### src/odd_even_transposition_sorter_defines.svh
// Assertion helpers used by the sorter top module.
`ifndef ODD_EVEN_TRANSPOSITION_SORTER_DEFINES_SVH
`define ODD_EVEN_TRANSPOSITION_SORTER_DEFINES_SVH

// Checked on every rising edge of clk while arst_n is released.
`define OETS_ASSERT(label, prop, msg) \
	label: assert property (@(posedge clk) disable iff (!arst_n) prop) \
		else $error(msg);

// Checked on every rising edge of clk, reset or not.
`define OETS_ASSERT_ALWAYS(label, prop, msg) \
	label: assert property (@(posedge clk) prop) else $error(msg);

`endif

### src/oets_pkg.sv
package oets_pkg;

	localparam int OETS_MAX_ITEMS = 64;
	localparam int OETS_DATA_W = 32;

	// One slot of the sorting row. An empty slot ranks above every held word.
	typedef struct packed {
		logic valid;
		logic [OETS_DATA_W-1:0] value;
	} elem_t;

	typedef enum logic [2:0] {
		CELL_HOLD,
		CELL_LOAD,
		CELL_SORT_EVEN,
		CELL_SORT_ODD,
		CELL_EMIT
	} cell_mode_t;

	typedef enum logic [1:0] {
		ST_LOAD,
		ST_SORT,
		ST_EMIT
	} state_t;

	function automatic logic elem_greater(input elem_t a, input elem_t b);
		logic res;
		res = (!a.valid && b.valid) ||
			(a.valid && b.valid && ($signed(a.value) > $signed(b.value)));
		return res;
	endfunction

endpackage

### src/oets_cell.sv
module oets_cell
	import oets_pkg::*;
(
	input  logic       clk,
	input  logic       arst_n,
	input  cell_mode_t mode,
	input  logic       odd_pos,
	input  elem_t      left,
	input  elem_t      right,
	output elem_t      cur
);

	logic valid_q;
	logic [OETS_DATA_W-1:0] value_q;
	elem_t cur_d;

	assign cur = '{valid: valid_q, value: value_q};

	always_comb begin
		cur_d = cur;
		case (mode) inside
			CELL_LOAD: cur_d = left;
			CELL_EMIT: cur_d = right;
			CELL_SORT_EVEN, CELL_SORT_ODD: begin
				// The cell is the lower member of its pair when its position parity
				// matches the phase, and then keeps the smaller of the two words.
				if (odd_pos == (mode == CELL_SORT_ODD)) begin
					if (elem_greater(cur, right)) begin
						cur_d = right;
					end
				end else begin
					if (elem_greater(left, cur)) begin
						cur_d = left;
					end
				end
			end
			default: cur_d = cur;
		endcase
	end

	always_ff @(posedge clk or negedge arst_n) begin
		if (!arst_n) begin
			valid_q <= 1'b0;
		end else begin
			valid_q <= cur_d.valid;
		end
	end

	always_ff @(posedge clk) begin
		value_q <= cur_d.value;
	end

endmodule
### config.mk
export PLATFORM = sky130hd
export DESIGN_NAME = oets_cell
export DESIGN_NICKNAME = d
export VERILOG_FILES = /design/src/odd_even_transposition_sorter_defines.svh /design/src/oets_pkg.sv /design/src/oets_cell.sv
export SDC_FILE = /design/constraint.sdc
export NUM_CORES = 1
export LEC_CHECK = 0
export BUFFER_PORTS_ARGS = -buffer_cell sky130_fd_sc_hd__clkbuf_2
export CORE_UTILIZATION = 51
export DETAILED_ROUTE_END_ITERATION = 12
export PLACE_DENSITY = 0.8
export SLEW_MARGIN = 5
export SYNTH_ARGS = -nofsm -noshare
export SYNTH_HDL_FRONTEND = slang
export SYNTH_SLANG_ARGS = --single-unit
### constraint.sdc
create_clock -name clk -period 3.9 [get_ports clk]
set_clock_uncertainty 0.15 [all_clocks]
set_input_delay 0.78 -clock clk [delete_from_list [all_inputs] [get_ports clk]]
set_output_delay 0.78 -clock clk [all_outputs]
set_load 0.005 [all_outputs]
# After elaboration in Yosys (flattened, before gate mapping)
# Index checks and enable logic that the tools add are counted.
[classes]
n_addsub = 0
mul = 0
n_div = 0
magnitude_cmp = 2
eq_ne = 6
n_shift = 0
muxes = 6
bitwise = 0
reduce_logical = 14
[op_table]
columns = ["op", "count"]
rows = [
  ["$mux W33", 6],
  ["$gt A32 B32 Y1", 2],
  ["$eq A3 B2 Y1 const B", 2],
  ["$logic_and A1 B1 Y1", 6],
  ["$ne A4 B3 Y1 const B", 1],
  ["$reduce_bool A4 Y1", 1],
  ["$eq A3 B1 Y1 const B", 1],
  ["$eq A3 B3 Y1 const B", 1],
  ["$reduce_and A3 Y1", 1],
  ["$reduce_bool A3 Y1", 1],
  ["$logic_not A1 Y1", 2],
  ["$logic_or A1 B1 Y1", 2],
  ["$reduce_or A2 Y1", 1],
  ["$eq A1 B1 Y1", 1],
]
[word_totals]
register_bits = 33
latch_bits = 0
mem_bits_rw = 0
mem_bits_ro = 0
inputBits = 72
out_inout_bits = 33
memories = 0

# Depth between registers and ports, before layout
# Gate-level depths: netlist of run 1.
[logic_depth]
depth_word = 8
mapped_depth = 11
depth_no_buf = 11

# Worst setup path after synthesis of run 1
# No wires, ideal clock.
[synth_path]
path_kind = "input -> register"
from = "input left[31] (netlist bit)"
to = "register value_q[0], enable pin"
arrival_time_ps = 2836
required_time_ps = 3300
setup_slack_ps = 464
stages = 8
path_buffers = 0
path_cell_list = "ha_1 nand4_2 or4_4 o311a_1 a2bb2oi_1 o311ai_1 o21ai_2 nand3_2"
[synth_via]
elab_chain_len = 5
[synth_lines]
columns = ["item", "line", "source"]
rows = [
  ["start: declaration", "oets_cell.sv:8", "input elem_t left,"],
  ["$gt A32 B32 Y1", "oets_pkg.sv:29", "(a.valid && b.valid && ($signed(a.value) > $signed(b.value)));"],
  ["$logic_and A1 B1 Y1", "oets_pkg.sv:29", ""],
  ["$logic_or A1 B1 Y1", "oets_pkg.sv:28", "res = (!a.valid && b.valid) ||"],
  ["$reduce_bool A4 Y1 (no line)", "-", ""],
  ["$reduce_and A3 Y1 (no line)", "-", ""],
  ["end signal: assignment", "oets_cell.sv:50", "value_q <= cur_d.value;"],
  ["end: declaration", "oets_cell.sv:14", "logic [OETS_DATA_W-1:0] value_q;"],
]
# No other way between the ends.
# A chain may end at the register's enable or synchronous reset.

# Worst setup path in the final report of run 1
[layout_path]
from = "input left[10] (netlist bit)"
to = "register value_q[27], enable pin"
# The elaborated chain is that of the path after synthesis.

==> results.txt, run 1 <==
----------------------------------------------------
[Pwr]
  Power share of the combinational group ... 38.0%
  Power density relative to cell area ... 326.8 mW/mm^2
  Net switching component of the power ... 450.1 uW
  Static Leakage ... 0.002008 uW
  Share of total power in sequential cells ... 40.5%
  Max VDD drop ... 0.2384 mV
  Clock share of power ... 21.5%
  Net switching fraction of the power ... 36.36%
  Internal power consumption ... 787.8 uW

[Clock tree]
  Number of CTS-inserted buffers ... 5
  TritonCTS sink count ... 33
  CTS tree ... yes
  Clock Path Buffers ... 2
  Number of gates resized after cts ... 0
  Root buf cell ... sky130_fd_sc_hd__clkbuf_8
  Hold buffer count at cts ... 0
  H-tree level count ... 2
  Clock transition at the register clock pins on the worst setup and hold paths after CTS ... 0.07 ns
  Post-CTS Setup Bufs ... 0
  Latest clock arrival within the worst-skew pair ... 0.29 ns

[Timing]
  Hold Fails Final Rpt ... 0
  RSZ-0062 raised after global routing ... false
  Final worst path period need ... 3.150 ns
  Max Slew Vio Count ... 0
  Worst-margin pin slew ... 0.5391 ns
  Final period utilization ... 80.77%
  Final setup fails ... 0
  Worst slew slack as a fraction of its limit ... 63.55%
  Maximum achievable frequency ... 317.5 MHz
  Crit path setup slack, layout ... 0.7499 ns
  Summed negative setup slack over all endpoints ... 0 ns

[Global route]
  Overall fraction of global-route tracks in use ... 24.96%
  Pin count of the biggest net entering global routing ... 28
  Antenna violations before repair ... 0
  Global-route wire length before repair ... 12230 um
  GRT Residual Overflow ... 0
  Vias in the first global route ... 2842

[Critical path]
  Critical Path End Type ... flip-flop
  Worst R2R Setup Slack ... 0.88 ns
  Data arrival at the endpoint of the critical path ... 3.04 ns
  Worst R2R Start ... value_q[10]
  Crit Path Class ... primary input to flip-flop
  Register-to-Register Path Depth ... 10
  Max FO, Critical Path ... 27
  Worst reg2reg path endpoint ... value_q[27]
  Required arrival time at the worst endpoint ... 3.79 ns
  Startpoint Class ... primary input

[Die]
  Die Y ... 79.64 um
  Ports ... 105
  Width of the die ... 79.64 um
  Core area ... 0.005642 mm^2
  Area of the die ... 0.006343 mm^2
  Initial cell density of the core ... 54.49%
  Total number of placement rows ... 27

[Cells and area]
  Fill cell count ... 474
  Area added between synthesis and finish ... 23.20%
  Final #Nets ... 600
  Register area ... 985.9 um^2
  Area of combinational cells with multiple inputs ... 0.001807 mm^2
  Number of inserted diodes ... 0
  Layout cells sized above 1 ... 26.45%

[Route]
  Drt total wl ... 7589 um
  Via-per-instance ratio ... 5.421
  Routed length per placed instance ... 14.13 um
  Number of detailed-route iterations in the first pass ... 4
  DRC Markers ... 0
  Final antenna-violating net count ... 0
  Initial drt markers ... 128
  Detailed-route via count ... 2911

[Outcome]
  Status ... completed

[Job]
  Number of max-capacitance violations reported ... 0

[Yosys]
  Count of mapped cells out of synthesis ... 357
  Warning count from the yosys run ... 0
  Library cells used by synthesis ... 38
  Share of the yosys chip area belonging to registers ... 32.07%
  Number of nets produced by synthesis ... 493
  Post-synthesis sequential element count ... 33
  Avg Inst Size Synth ... 8.611 um^2
  Post-synthesis cell area ... 0.003074 mm^2

[Placed design]
  Number of input and output port buffers inserted ... 104
  DPL Wire Length ... 6354 um
  Worst-case setup slack after placement ... 0.4593 ns
  Routability cong. ... 0.8099

[Min path]
  Class of the most critical hold timing path ... primary input to asynchronous set/reset pin

----------------------------------------------------
-- layer usage --
metal / share of wire [%] / vias to the layer above / track usage, %
li1: - / 1480 / -
met1: 43 / 1330 / 29.11
met2: 49 / 91 / 46.32
met3: 5.8 / 10 / 3.657
met4: 1.7 / 0 / 7.818
met5: 0 / - / 0
-- stage by stage --
step	hold WS, ns	util (%)	total power, uW	cells	area [um^2]
after global routing	0.09703	67.13	1323	537	3787
after detailed placement	0.4104	65.60	978.5	529	3701
after CTS	0.09767	67.13	1247	537	3787
final	0.1052	67.13	1238	537	3787
after floorplan	0.3344	-	788.3	357	3074
after global placement	0.4107	65.60	954.4	529	3701
-- worst max-delay path: stages --
cell and delay (ns):
sky130_fd_sc_hd__clkbuf_2 0.10, sky130_fd_sc_hd__ha_1 0.32, sky130_fd_sc_hd__nand4_1 0.15, sky130_fd_sc_hd__or4_4 0.52, sky130_fd_sc_hd__o311a_1 0.38, sky130_fd_sc_hd__a2bb2oi_1 0.13
sky130_fd_sc_hd__o311ai_1 0.13, sky130_fd_sc_hd__o21ai_2 0.08, sky130_fd_sc_hd__nand3_2 0.20, sky130_fd_sc_hd__buf_12 0.25
-- worst max path at each step --
stage / start / to / slack, ns / cells past startpoint
2_1_floorplan: left[31] / value_q[0] / 0.46 / 8
3_3_place_gp: left[31] / value_q[19] / 0.51 / 10
6_report: left[10] / value_q[27] / 0.75 / 10
3_5_place_dp: left[10] / value_q[24] / 0.46 / 10
5_1_grt: right[15] / value_q[27] / 0.60 / 11
4_1_cts: left[10] / value_q[27] / 0.76 / 10
-- kinds of logic after synthesis --
kind of cell	synth area share [%]
buf+inv	9.524
mux	1.018
compound gates	16.81
simple gates	14.53
flops	32.07
fa+ha+maj	26.05
-- power groups by stage --
stage               logic, uW  clock network (uW)  registers (uW)
global route              534                 282             507
finish                    470                 266             502
global placement          448                   0             507
CTS                       474                 272             501
detailed placement        470                   0             509
floorplan                 284                   0             504
-- synth_stat cells --
master                      count  area share, %
sky130_fd_sc_hd__nand2b_1       1           0.20
sky130_fd_sc_hd__nand4_1       14            2.8
sky130_fd_sc_hd__or4_4          2           0.73
sky130_fd_sc_hd__o32ai_1        1           0.28
sky130_fd_sc_hd__nor4_1         2           0.41
sky130_fd_sc_hd__mux2_1         1           0.37
sky130_fd_sc_hd__nor2_1         4           0.49
sky130_fd_sc_hd__o21ai_0       39            6.3
sky130_fd_sc_hd__o311a_1        1           0.33
sky130_fd_sc_hd__a2111oi_0      1           0.28
sky130_fd_sc_hd__ha_1          64             26
sky130_fd_sc_hd__o22ai_1        1           0.20
sky130_fd_sc_hd__nand2_1       48            5.9
sky130_fd_sc_hd__nand3_1        5           0.81
sky130_fd_sc_hd__nor3_1         5           0.81
sky130_fd_sc_hd__o211ai_1       3           0.73
sky130_fd_sc_hd__inv_1         70            8.5
sky130_fd_sc_hd__edfxtp_1      32             31
sky130_fd_sc_hd__o21ai_1        4           0.65
sky130_fd_sc_hd__mux2i_1        2           0.65
sky130_fd_sc_hd__a21o_1         2           0.49
sky130_fd_sc_hd__nor2b_1        2           0.41
sky130_fd_sc_hd__nand3_2        1           0.33
sky130_fd_sc_hd__a211oi_1       1           0.24
sky130_fd_sc_hd__nand4_2        2           0.81
sky130_fd_sc_hd__a21oi_1       32            5.2
sky130_fd_sc_hd__buf_4          1           0.24
sky130_fd_sc_hd__a221oi_1       1           0.28
sky130_fd_sc_hd__nor4b_1        1           0.28
sky130_fd_sc_hd__o21ai_2        1           0.28
sky130_fd_sc_hd__o311ai_1       1           0.28
sky130_fd_sc_hd__o22ai_4        1           0.65
sky130_fd_sc_hd__a2bb2oi_1      1           0.28
sky130_fd_sc_hd__o21a_1         1           0.24
sky130_fd_sc_hd__nand4b_1       1           0.28
sky130_fd_sc_hd__dfrtp_1        1           0.81
sky130_fd_sc_hd__clkbuf_1       6           0.73
sky130_fd_sc_hd__or4_1          1           0.24
-- registers in the layout, summed over array words and instances (netlist names) --
| signal | cells |
|---|---|
| valid_q | 1 |
| value_q | 32 |
-- final cells by class --
type | count | area share [%]
Sequential cell | 33 | 26.03
Tap cell | 72 | 2.379
Multi-Input combinational cell | 247 | 47.70
Inverter | 70 | 6.938
Clock buffer | 5 | 1.817
Timing Repair Buffer | 107 | 14.67
Clock inverter | 3 | 0.4625
-- cell usage in the layout, fill, tap and decap left out, types with 3 or more instances in the layout --
cell | netlist | routed
sky130_fd_sc_hd__o211ai_1 | 3 | 3
sky130_fd_sc_hd__a21oi_1 | 32 | 31
sky130_fd_sc_hd__nor3_1 | 5 | 5
sky130_fd_sc_hd__nand4_1 | 14 | 14
sky130_fd_sc_hd__clkbuf_8 | 0 | 5
sky130_fd_sc_hd__nand2_1 | 48 | 48
sky130_fd_sc_hd__ha_1 | 64 | 64
sky130_fd_sc_hd__o21ai_1 | 4 | 4
sky130_fd_sc_hd__nand3_1 | 5 | 5
sky130_fd_sc_hd__clkbuf_2 | 0 | 104
sky130_fd_sc_hd__o21ai_0 | 39 | 39
sky130_fd_sc_hd__inv_1 | 70 | 70
sky130_fd_sc_hd__edfxtp_1 | 32 | 32
sky130_fd_sc_hd__nor2_1 | 4 | 4
Power figures use the tool's default switching activity.
==> run 2: changes to the inputs <==
--- a/config.mk
+++ b/config.mk
@@ -6,9 +6,9 @@
 export NUM_CORES = 1
 export LEC_CHECK = 0
 export BUFFER_PORTS_ARGS = -buffer_cell sky130_fd_sc_hd__clkbuf_2
-export CORE_UTILIZATION = 51
+export CORE_UTILIZATION = 46
 export DETAILED_ROUTE_END_ITERATION = 12
-export PLACE_DENSITY = 0.8
+export PLACE_DENSITY = 0.76
 export SLEW_MARGIN = 5
 export SYNTH_ARGS = -nofsm -noshare
 export SYNTH_HDL_FRONTEND = slang
==> constraint.sdc (replaced) <==
create_clock -name clk -period 2.82 [get_ports clk]
set_clock_uncertainty 0.15 [all_clocks]
set_input_delay 0.564 -clock clk [delete_from_list [all_inputs] [get_ports clk]]
set_output_delay 0.564 -clock clk [all_outputs]
set_load 0.005 [all_outputs]
==> results.txt, run 2 (same netlist as run 1, synthesis figures left out) <==
----------------------------------------------------
[Critical path]
  Worst R2R Setup Slack ... -0.06 ns (-0.94 ns)
  Critical Path End Type ... flip-flop
  Register-to-Register Path Depth ... 10 (unchanged)
  Data arrival at the endpoint of the critical path ... 2.78 ns (-0.26 ns)
  Worst R2R Start ... value_q[9]
  Startpoint Class ... flip-flop
  Worst reg2reg path endpoint ... value_q[15]
  Crit Path Class ... flip-flop to flip-flop
  Max FO, Critical Path ... 8 (-70%)
  Required arrival time at the worst endpoint ... 2.72 ns (-1.07 ns)

[Route]
  Via-per-instance ratio ... 5.294 (-2.3%)
  Routed length per placed instance ... 14.10 um (-0.26%)
  Initial drt markers ... 137 (+7.0%)
  Number of detailed-route iterations in the first pass ... 4 (unchanged)
  Detailed-route via count ... 3060 (+5.1%)
  Drt total wl ... 8147 um (+7.4%)
  Final antenna-violating net count ... 0 (unchanged)
  DRC Markers ... 0 (unchanged)

[Clock tree]
  CTS tree ... yes
  Root buf cell ... sky130_fd_sc_hd__clkbuf_8
  Clock transition at the register clock pins on the worst setup and hold paths after CTS ... 0.07 ns (about the same)
  TritonCTS sink count ... 33 (unchanged)
  Clock Path Buffers ... 2 (unchanged)
  H-tree level count ... 2 (unchanged)
  Latest clock arrival within the worst-skew pair ... 0.28 ns (about the same)
  Number of CTS-inserted buffers ... 5 (unchanged)

[Cells and area]
  Cell area after layout ... 0.004304 mm^2 (+14%)
  Layout cells sized above 1 ... 36.53% (+10 points)
  Most common library cell in the layout ignoring fill and taps ... sky130_fd_sc_hd__clkbuf_2
  Area added between synthesis and finish ... 40.01%
  Number of inserted diodes ... 0 (unchanged)
  Non-filler cells in the finished layout ... 578 (+7.6%)
  Most used cells in the layout excluding fill and tap cells ... sky130_fd_sc_hd__clkbuf_2 (104), sky130_fd_sc_hd__inv_1 (63), sky130_fd_sc_hd__ha_1 (51)
  Max reg flops ... 32 (unchanged)
  Final #Nets ... 636 (+6.0%)
  Leading registers by flop count ... value_q: 32 flops, valid_q: 1 flops
  Register with the most flip-flops ... value_q

[Timing]
  Final period utilization ... 102.1%
  Worst slew slack as a fraction of its limit ... 60.88% (-2.7 points)
  Hold Fails Final Rpt ... 0 (unchanged)
  Max Slew Vio Count ... 0 (unchanged)
  Summed negative setup slack over all endpoints ... -1.634 ns (-1.634 ns)
  Crit path setup slack, layout ... -0.05972 ns (-0.8097 ns)
  Final worst path period need ... 2.880 ns
  Maximum achievable frequency ... 347.3 MHz
  Final setup fails ... 33 (+33)
  Worst-margin pin slew ... 0.5786 ns (+0.03949 ns)
  RSZ-0062 raised after global routing ... true
  Post-Route Hold Slack ... 0.4355 ns (+0.3303 ns)

[Placed design]
  Area post-placement ... 0.004069 mm^2 (+9.9%)
  Count of placed standard cells including taps ... 560 (+5.9%)
  DPL Wire Length ... 6739 um (+6.1%)
  Routability cong. ... 0.8317 (+2.7%)
  Number of input and output port buffers inserted ... 104 (unchanged)

[Pwr]
  Net switching fraction of the power ... 35.34% (-1.0 points)
  Net switching component of the power ... 664.2 uW (+48%)
  Power share of the combinational group ... 44.1% (+6.1 points)
  Internal power consumption ... 1215 uW (+54%)
  Max VDD drop ... 0.2587 mV (+8.5%)
  Static Leakage ... 0.002188 uW (+9.0%)
  Clock share of power ... 18.7% (-2.8 points)
  Power density relative to cell area ... 436.7 mW/mm^2 (+34%)
  Share of total power in sequential cells ... 37.1% (-3.4 points)
  Post-layout total power ... 1879 uW (+52%)

[Die]
  Core area ... 0.006386 mm^2 (+13%)
  Area of the die ... 0.007014 mm^2 (+11%)
  Total number of placement rows ... 29 (+7.4%)
  Ports ... 105 (unchanged)
  Width of the die ... 83.75 um (+5.2%)
  Die Y ... 83.75 um (+5.2%)
  Initial cell density of the core ... 48.14% (-6.4 points)

[Global route]
  Overall fraction of global-route tracks in use ... 23.06% (-1.9 points)
  Global-route wire length before repair ... 13140 um (+7.4%)
  Pin count of the biggest net entering global routing ... 34 (+21%)
  GRT Residual Overflow ... 0 (unchanged)
  Antenna violations before repair ... 0 (unchanged)
  Vias in the first global route ... 2992 (+5.3%)

[Min path]
  Destination of the worst hold path ... value_q[24]
  Class of the most critical hold timing path ... primary input to flip-flop
  Number of instances on the worst hold path ... 3
  Critical hold path startpoint ... left[24]

[Outcome]
  Violated checks ... negative setup slack
  Status ... finished with violations

[Job]
  Number of max-capacitance violations reported ... 0 (unchanged)

----------------------------------------------------
==> run 2: layer usage <==
| layer | GRT usage, % | up-vias | share of wire (%) |
|---|---|---|---|
| li1 | - | 1558 | - |
| met3 | 3.066 | 9 | 4.2 |
| met1 | 27.45 | 1401 | 43 |
| met5 | 0 | - | 0 |
| met2 | 43.24 | 92 | 52 |
| met4 | 6.009 | 0 | 1.1 |
==> run 2: how the worst max path moves through the flow <==
stage           startpoint     endpoint
5_1_grt        value_q[27]  value_q[11]
3_5_place_dp      right[1]  value_q[18]
2_1_floorplan     left[11]   value_q[0]
6_report        value_q[9]  value_q[15]
3_3_place_gp     right[15]  value_q[16]
4_1_cts         value_q[5]  value_q[17]
==> run 2: cell type report <==
type | instances | area [um^2]
Fill cell | 544 | 2082
Multi-Input combinational cell | 247 | 2018
Sequential cell | 33 | 985.9
Timing Repair Buffer | 143 | 858.3
Inverter | 70 | 262.8
Tap cell | 77 | 96.34
Clock buffer | 6 | 72.57
Clock inverter | 2 | 10.01
==> run 2: what timing repair did <==
| action | 4_1_cts | 5_1_grt |
|---|---|---|
| buffers inserted | 1 | 7 |
| setup endpoints to repair | 33 | 33 |
| gates resized for setup | 4 | 12 |
| hold buffers | 1 | 0 |
| hold endpoints to repair | 1 | 0 |
| cloned | 0 | 1 |
==> run 2: power groups by stage <==
| stage | clock network (uW) | registers [uW] | logic, uW |
|---|---|---|---|
| 4_1_cts | 358 | 695 | 779 |
| 6_report | 352 | 698 | 829 |
| 2_1_floorplan | 0 | 697 | 427 |
| 5_1_grt | 369 | 707 | 930 |
| 3_3_place_gp | 0 | 703 | 733 |
| 3_5_place_dp | 0 | 707 | 766 |
==> run 2: per-stage QoR <==
stage	util, %	worst slack (ns)
2_1_floorplan	-	-0.1062
3_3_place_gp	63.71	-0.2666
3_5_place_dp	63.71	-0.3892
4_1_cts	65.52	0.01038
5_1_grt	67.40	-0.1544
6_report	67.40	-0.05972
==> run 2: worst max-delay path: stages, from the launching register on <==
cell	delay, ns
sky130_fd_sc_hd__edfxtp_1	0.40
sky130_fd_sc_hd__inv_2	0.07
sky130_fd_sc_hd__ha_4	0.28
sky130_fd_sc_hd__nand4_1	0.12
sky130_fd_sc_hd__or4_4	0.54
sky130_fd_sc_hd__o311a_1	0.40
sky130_fd_sc_hd__a2bb2oi_2	0.14
sky130_fd_sc_hd__o311ai_2	0.12
sky130_fd_sc_hd__o21ai_2	0.09
sky130_fd_sc_hd__nand3_4	0.14
sky130_fd_sc_hd__clkbuf_16	0.20
==> run 3: changes to the inputs <==
--- a/config.mk
+++ b/config.mk
@@ -6,9 +6,11 @@
 export NUM_CORES = 1
 export LEC_CHECK = 0
 export BUFFER_PORTS_ARGS = -buffer_cell sky130_fd_sc_hd__clkbuf_2
-export CORE_UTILIZATION = 46
+export CELL_PAD_IN_SITES_DETAIL_PLACEMENT = 2
+export CELL_PAD_IN_SITES_GLOBAL_PLACEMENT = 2
+export CORE_UTILIZATION = 26
 export DETAILED_ROUTE_END_ITERATION = 12
-export PLACE_DENSITY = 0.76
+export PLACE_DENSITY = 0.75
 export SLEW_MARGIN = 5
 export SYNTH_ARGS = -nofsm -noshare
 export SYNTH_HDL_FRONTEND = slang
==> results.txt, run 3 (same netlist as run 1, synthesis figures left out) <==
----------------------------------------------------
[Die]
  Initial cell density of the core ... 26.81% (-21 points)
  Core area ... 0.01147 mm^2 (+80%)
  Die Y ... 110.7 um (+32%)
  Width of the die ... 110.7 um (+32%)
  Total number of placement rows ... 39 (+34%)
  Area of the die ... 0.01226 mm^2 (+75%)
  Ports ... 105 (unchanged)

[Cells and area]
  Most common library cell in the layout ignoring fill and taps ... sky130_fd_sc_hd__clkbuf_2
  Layout cells sized above 1 ... 42.64% (+6.1 points)
  Most used cells in the layout excluding fill and tap cells ... sky130_fd_sc_hd__clkbuf_2 (104), sky130_fd_sc_hd__inv_1 (63), sky130_fd_sc_hd__buf_4 (61)
  Max reg flops ... 32 (unchanged)
  Number of inserted diodes ... 0 (unchanged)
  Register with the most flip-flops ... value_q
  Area added between synthesis and finish ... 56.45%
  Leading registers by flop count ... value_q: 32 flops, valid_q: 1 flops
  Final #Nets ... 665 (+4.6%)

[Timing]
  Worst-margin pin slew ... 0.7249 ns (+0.1463 ns)
  Final period utilization ... 105.5% (+3.4 points)
  Final worst path period need ... 2.976 ns (+0.09660 ns)
  Worst slew slack as a fraction of its limit ... 50.99% (-9.9 points)
  Hold Fails Final Rpt ... 0 (unchanged)
  Summed negative setup slack over all endpoints ... -4.706 ns (-3.071 ns)
  RSZ-0062 raised after global routing ... true
  Crit path setup slack, layout ... -0.1563 ns (-0.09660 ns)
  Final setup fails ... 33 (unchanged)
  Max Slew Vio Count ... 0 (unchanged)
  Maximum achievable frequency ... 336.0 MHz (-3.2%)

[Route]
  Final antenna-violating net count ... 0 (unchanged)
  Via-per-instance ratio ... 4.909 (-7.3%)
  Drt total wl ... 11810 um (+45%)
  Detailed-route via count ... 3304 (+8.0%)
  Initial drt markers ... 70 (-49%)
  DRC Markers ... 0 (unchanged)
  Routed length per placed instance ... 17.55 um (+24%)
  Number of detailed-route iterations in the first pass ... 4 (unchanged)

[Outcome]
  Status ... finished with violations
  Violated checks ... negative setup slack

[Global route]
  Overall fraction of global-route tracks in use ... 17.69% (-5.4 points)
  Pin count of the biggest net entering global routing ... 33 (-2.9%)
  GRT Residual Overflow ... 0 (unchanged)
  Vias in the first global route ... 3469 (+16%)
  Global-route wire length before repair ... 17150 um (+31%)
  Antenna violations before repair ... 0 (unchanged)

[Job]
  Number of max-capacitance violations reported ... 0 (unchanged)

[Clock tree]
  CTS tree ... yes
  H-tree level count ... 2 (unchanged)
  Number of CTS-inserted buffers ... 5 (unchanged)
  TritonCTS sink count ... 33 (unchanged)
  Clock Path Buffers ... 2 (unchanged)
  Root buf cell ... sky130_fd_sc_hd__clkbuf_16
  Latest clock arrival within the worst-skew pair ... 0.28 ns (about the same)
  Clock transition at the register clock pins on the worst setup and hold paths after CTS ... 0.06 ns (about the same)

[Critical path]
  Crit Path Class ... flip-flop to flip-flop
  Largest delay contributor family on the critical path ... simple AND/OR/NAND/NOR gates
  Max FO, Critical Path ... 5 (-3)
  Largest stage delay on the critical path ... 0.58 ns (+0.04 ns)
  Data arrival at the endpoint of the critical path ... 2.87 ns (+0.09 ns)
  Number of buffers and inverters on the critical path ... 2 (unchanged)
  Startpoint Class ... flip-flop
  Series of cell instances along the critical path ... buf_4 > ha_4 > a21oi_2 > o21a_1 > o32ai_2 > or4_4 > a21oi_4 > nor3_2 > o22ai_4 > nand3_4 > clkbuf_16
  Critical-path top delay cell ... sky130_fd_sc_hd__or4_4
  Required arrival time at the worst endpoint ... 2.71 ns (about the same)
  Critical Path End Type ... flip-flop

[Min path]
  Class of the most critical hold timing path ... primary input to asynchronous set/reset pin

[Pwr]
  Max VDD drop ... 0.2556 mV (-1.2%)
  Post-layout total power ... 2259 uW (+20%)
  Power density relative to cell area ... 469.7 mW/mm^2 (+7.6%)
  Static Leakage ... 0.002381 uW (+8.8%)

[Placed design]
  Routability cong. ... 0.8164 (-1.8%)
  DPL Wire Length ... 9132 um (+36%)
  Number of input and output port buffers inserted ... 104 (unchanged)

----------------------------------------------------
-- run 3: layout make-up --
class / count / area, um^2
clock buffers: 6 / 128.9
clock inverters: 2 / 10.01
well taps: 143 / 178.9
flip-flops and latches: 33 / 985.9
repair buffers: 172 / 1112
inverters: 70 / 265.3
fillers: 1266 / 6658
multi-input cells: 247 / 2128
-- run 3: power breakdown --
part	switching [uW]	internal [uW]	leakage, uW
logic	517	511	0.00199
registers	56.2	635	0.000320
clock network	214	325	0.0000706
total	788	1470	0.00238
-- run 3: worst paths after layout --
check / slack (ns) / endpoint / cells past startpoint / start
setup / recovery: -0.16 / value_q[0] / 11 / value_q[7]
hold / removal: 0.44 / valid_q / 2 / arst_n
setup reg to reg: -0.16 / value_q[0] / 11 / value_q[7]
hold reg to reg: 0.57 / valid_q / 2 / valid_q
max in group asynchronous: 1.99 / valid_q / 2 / arst_n
min in group clk: 0.45 / value_q[17] / 3 / left[17]
-- run 3: worst register-to-register path, delay by kind of cell (launching register included) --
kind | cells | cell delay [ns]
AND/OR/NAND/NOR | 3 | 0.85
buffers and inverters | 2 | 0.38
AO/OA/AOI/OAI | 5 | 0.72
adder cells (fa/ha/maj) | 1 | 0.22
flip-flops | 1 | 0.41
-- run 3: metal layers --
metal | up-vias | track usage (%) | share of wire (%)
li1 | 1607 | - | -
met4 | 0 | 4.444 | 1.6
met5 | - | 0 | 0
met2 | 90 | 34.62 | 55
met1 | 1593 | 19.60 | 40
met3 | 14 | 2.734 | 3.7
-- run 3: per-stage QoR --
| stage | instance area, um^2 | util, % | hold slack (ns) | setup slack [ns] | std cells |
|---|---|---|---|---|---|
| 6_report | 4810 | 41.94 | 0.4450 | -0.1563 | 673 |
| 5_1_grt | 4810 | 41.94 | 0.4418 | -0.2815 | 673 |
| 4_1_cts | 4527 | 39.48 | 0.4437 | -0.05550 | 659 |
| 3_5_place_dp | 4272 | 37.25 | 0.1955 | -0.2963 | 642 |
| 3_3_place_gp | 4272 | 37.25 | 0.1991 | -0.3399 | 642 |
| 2_1_floorplan | 3228 | - | 0.1184 | -0.1062 | 357 |
-- run 3: what timing repair did --
action,4_1_cts,5_1_grt
pin swaps,2,20
hold buffers,1,0
resized for setup,8,27
endpoints found under the hold margin,1,0
endpoints found under the setup margin,33,33
cloned,1,1
setup buffers,7,13
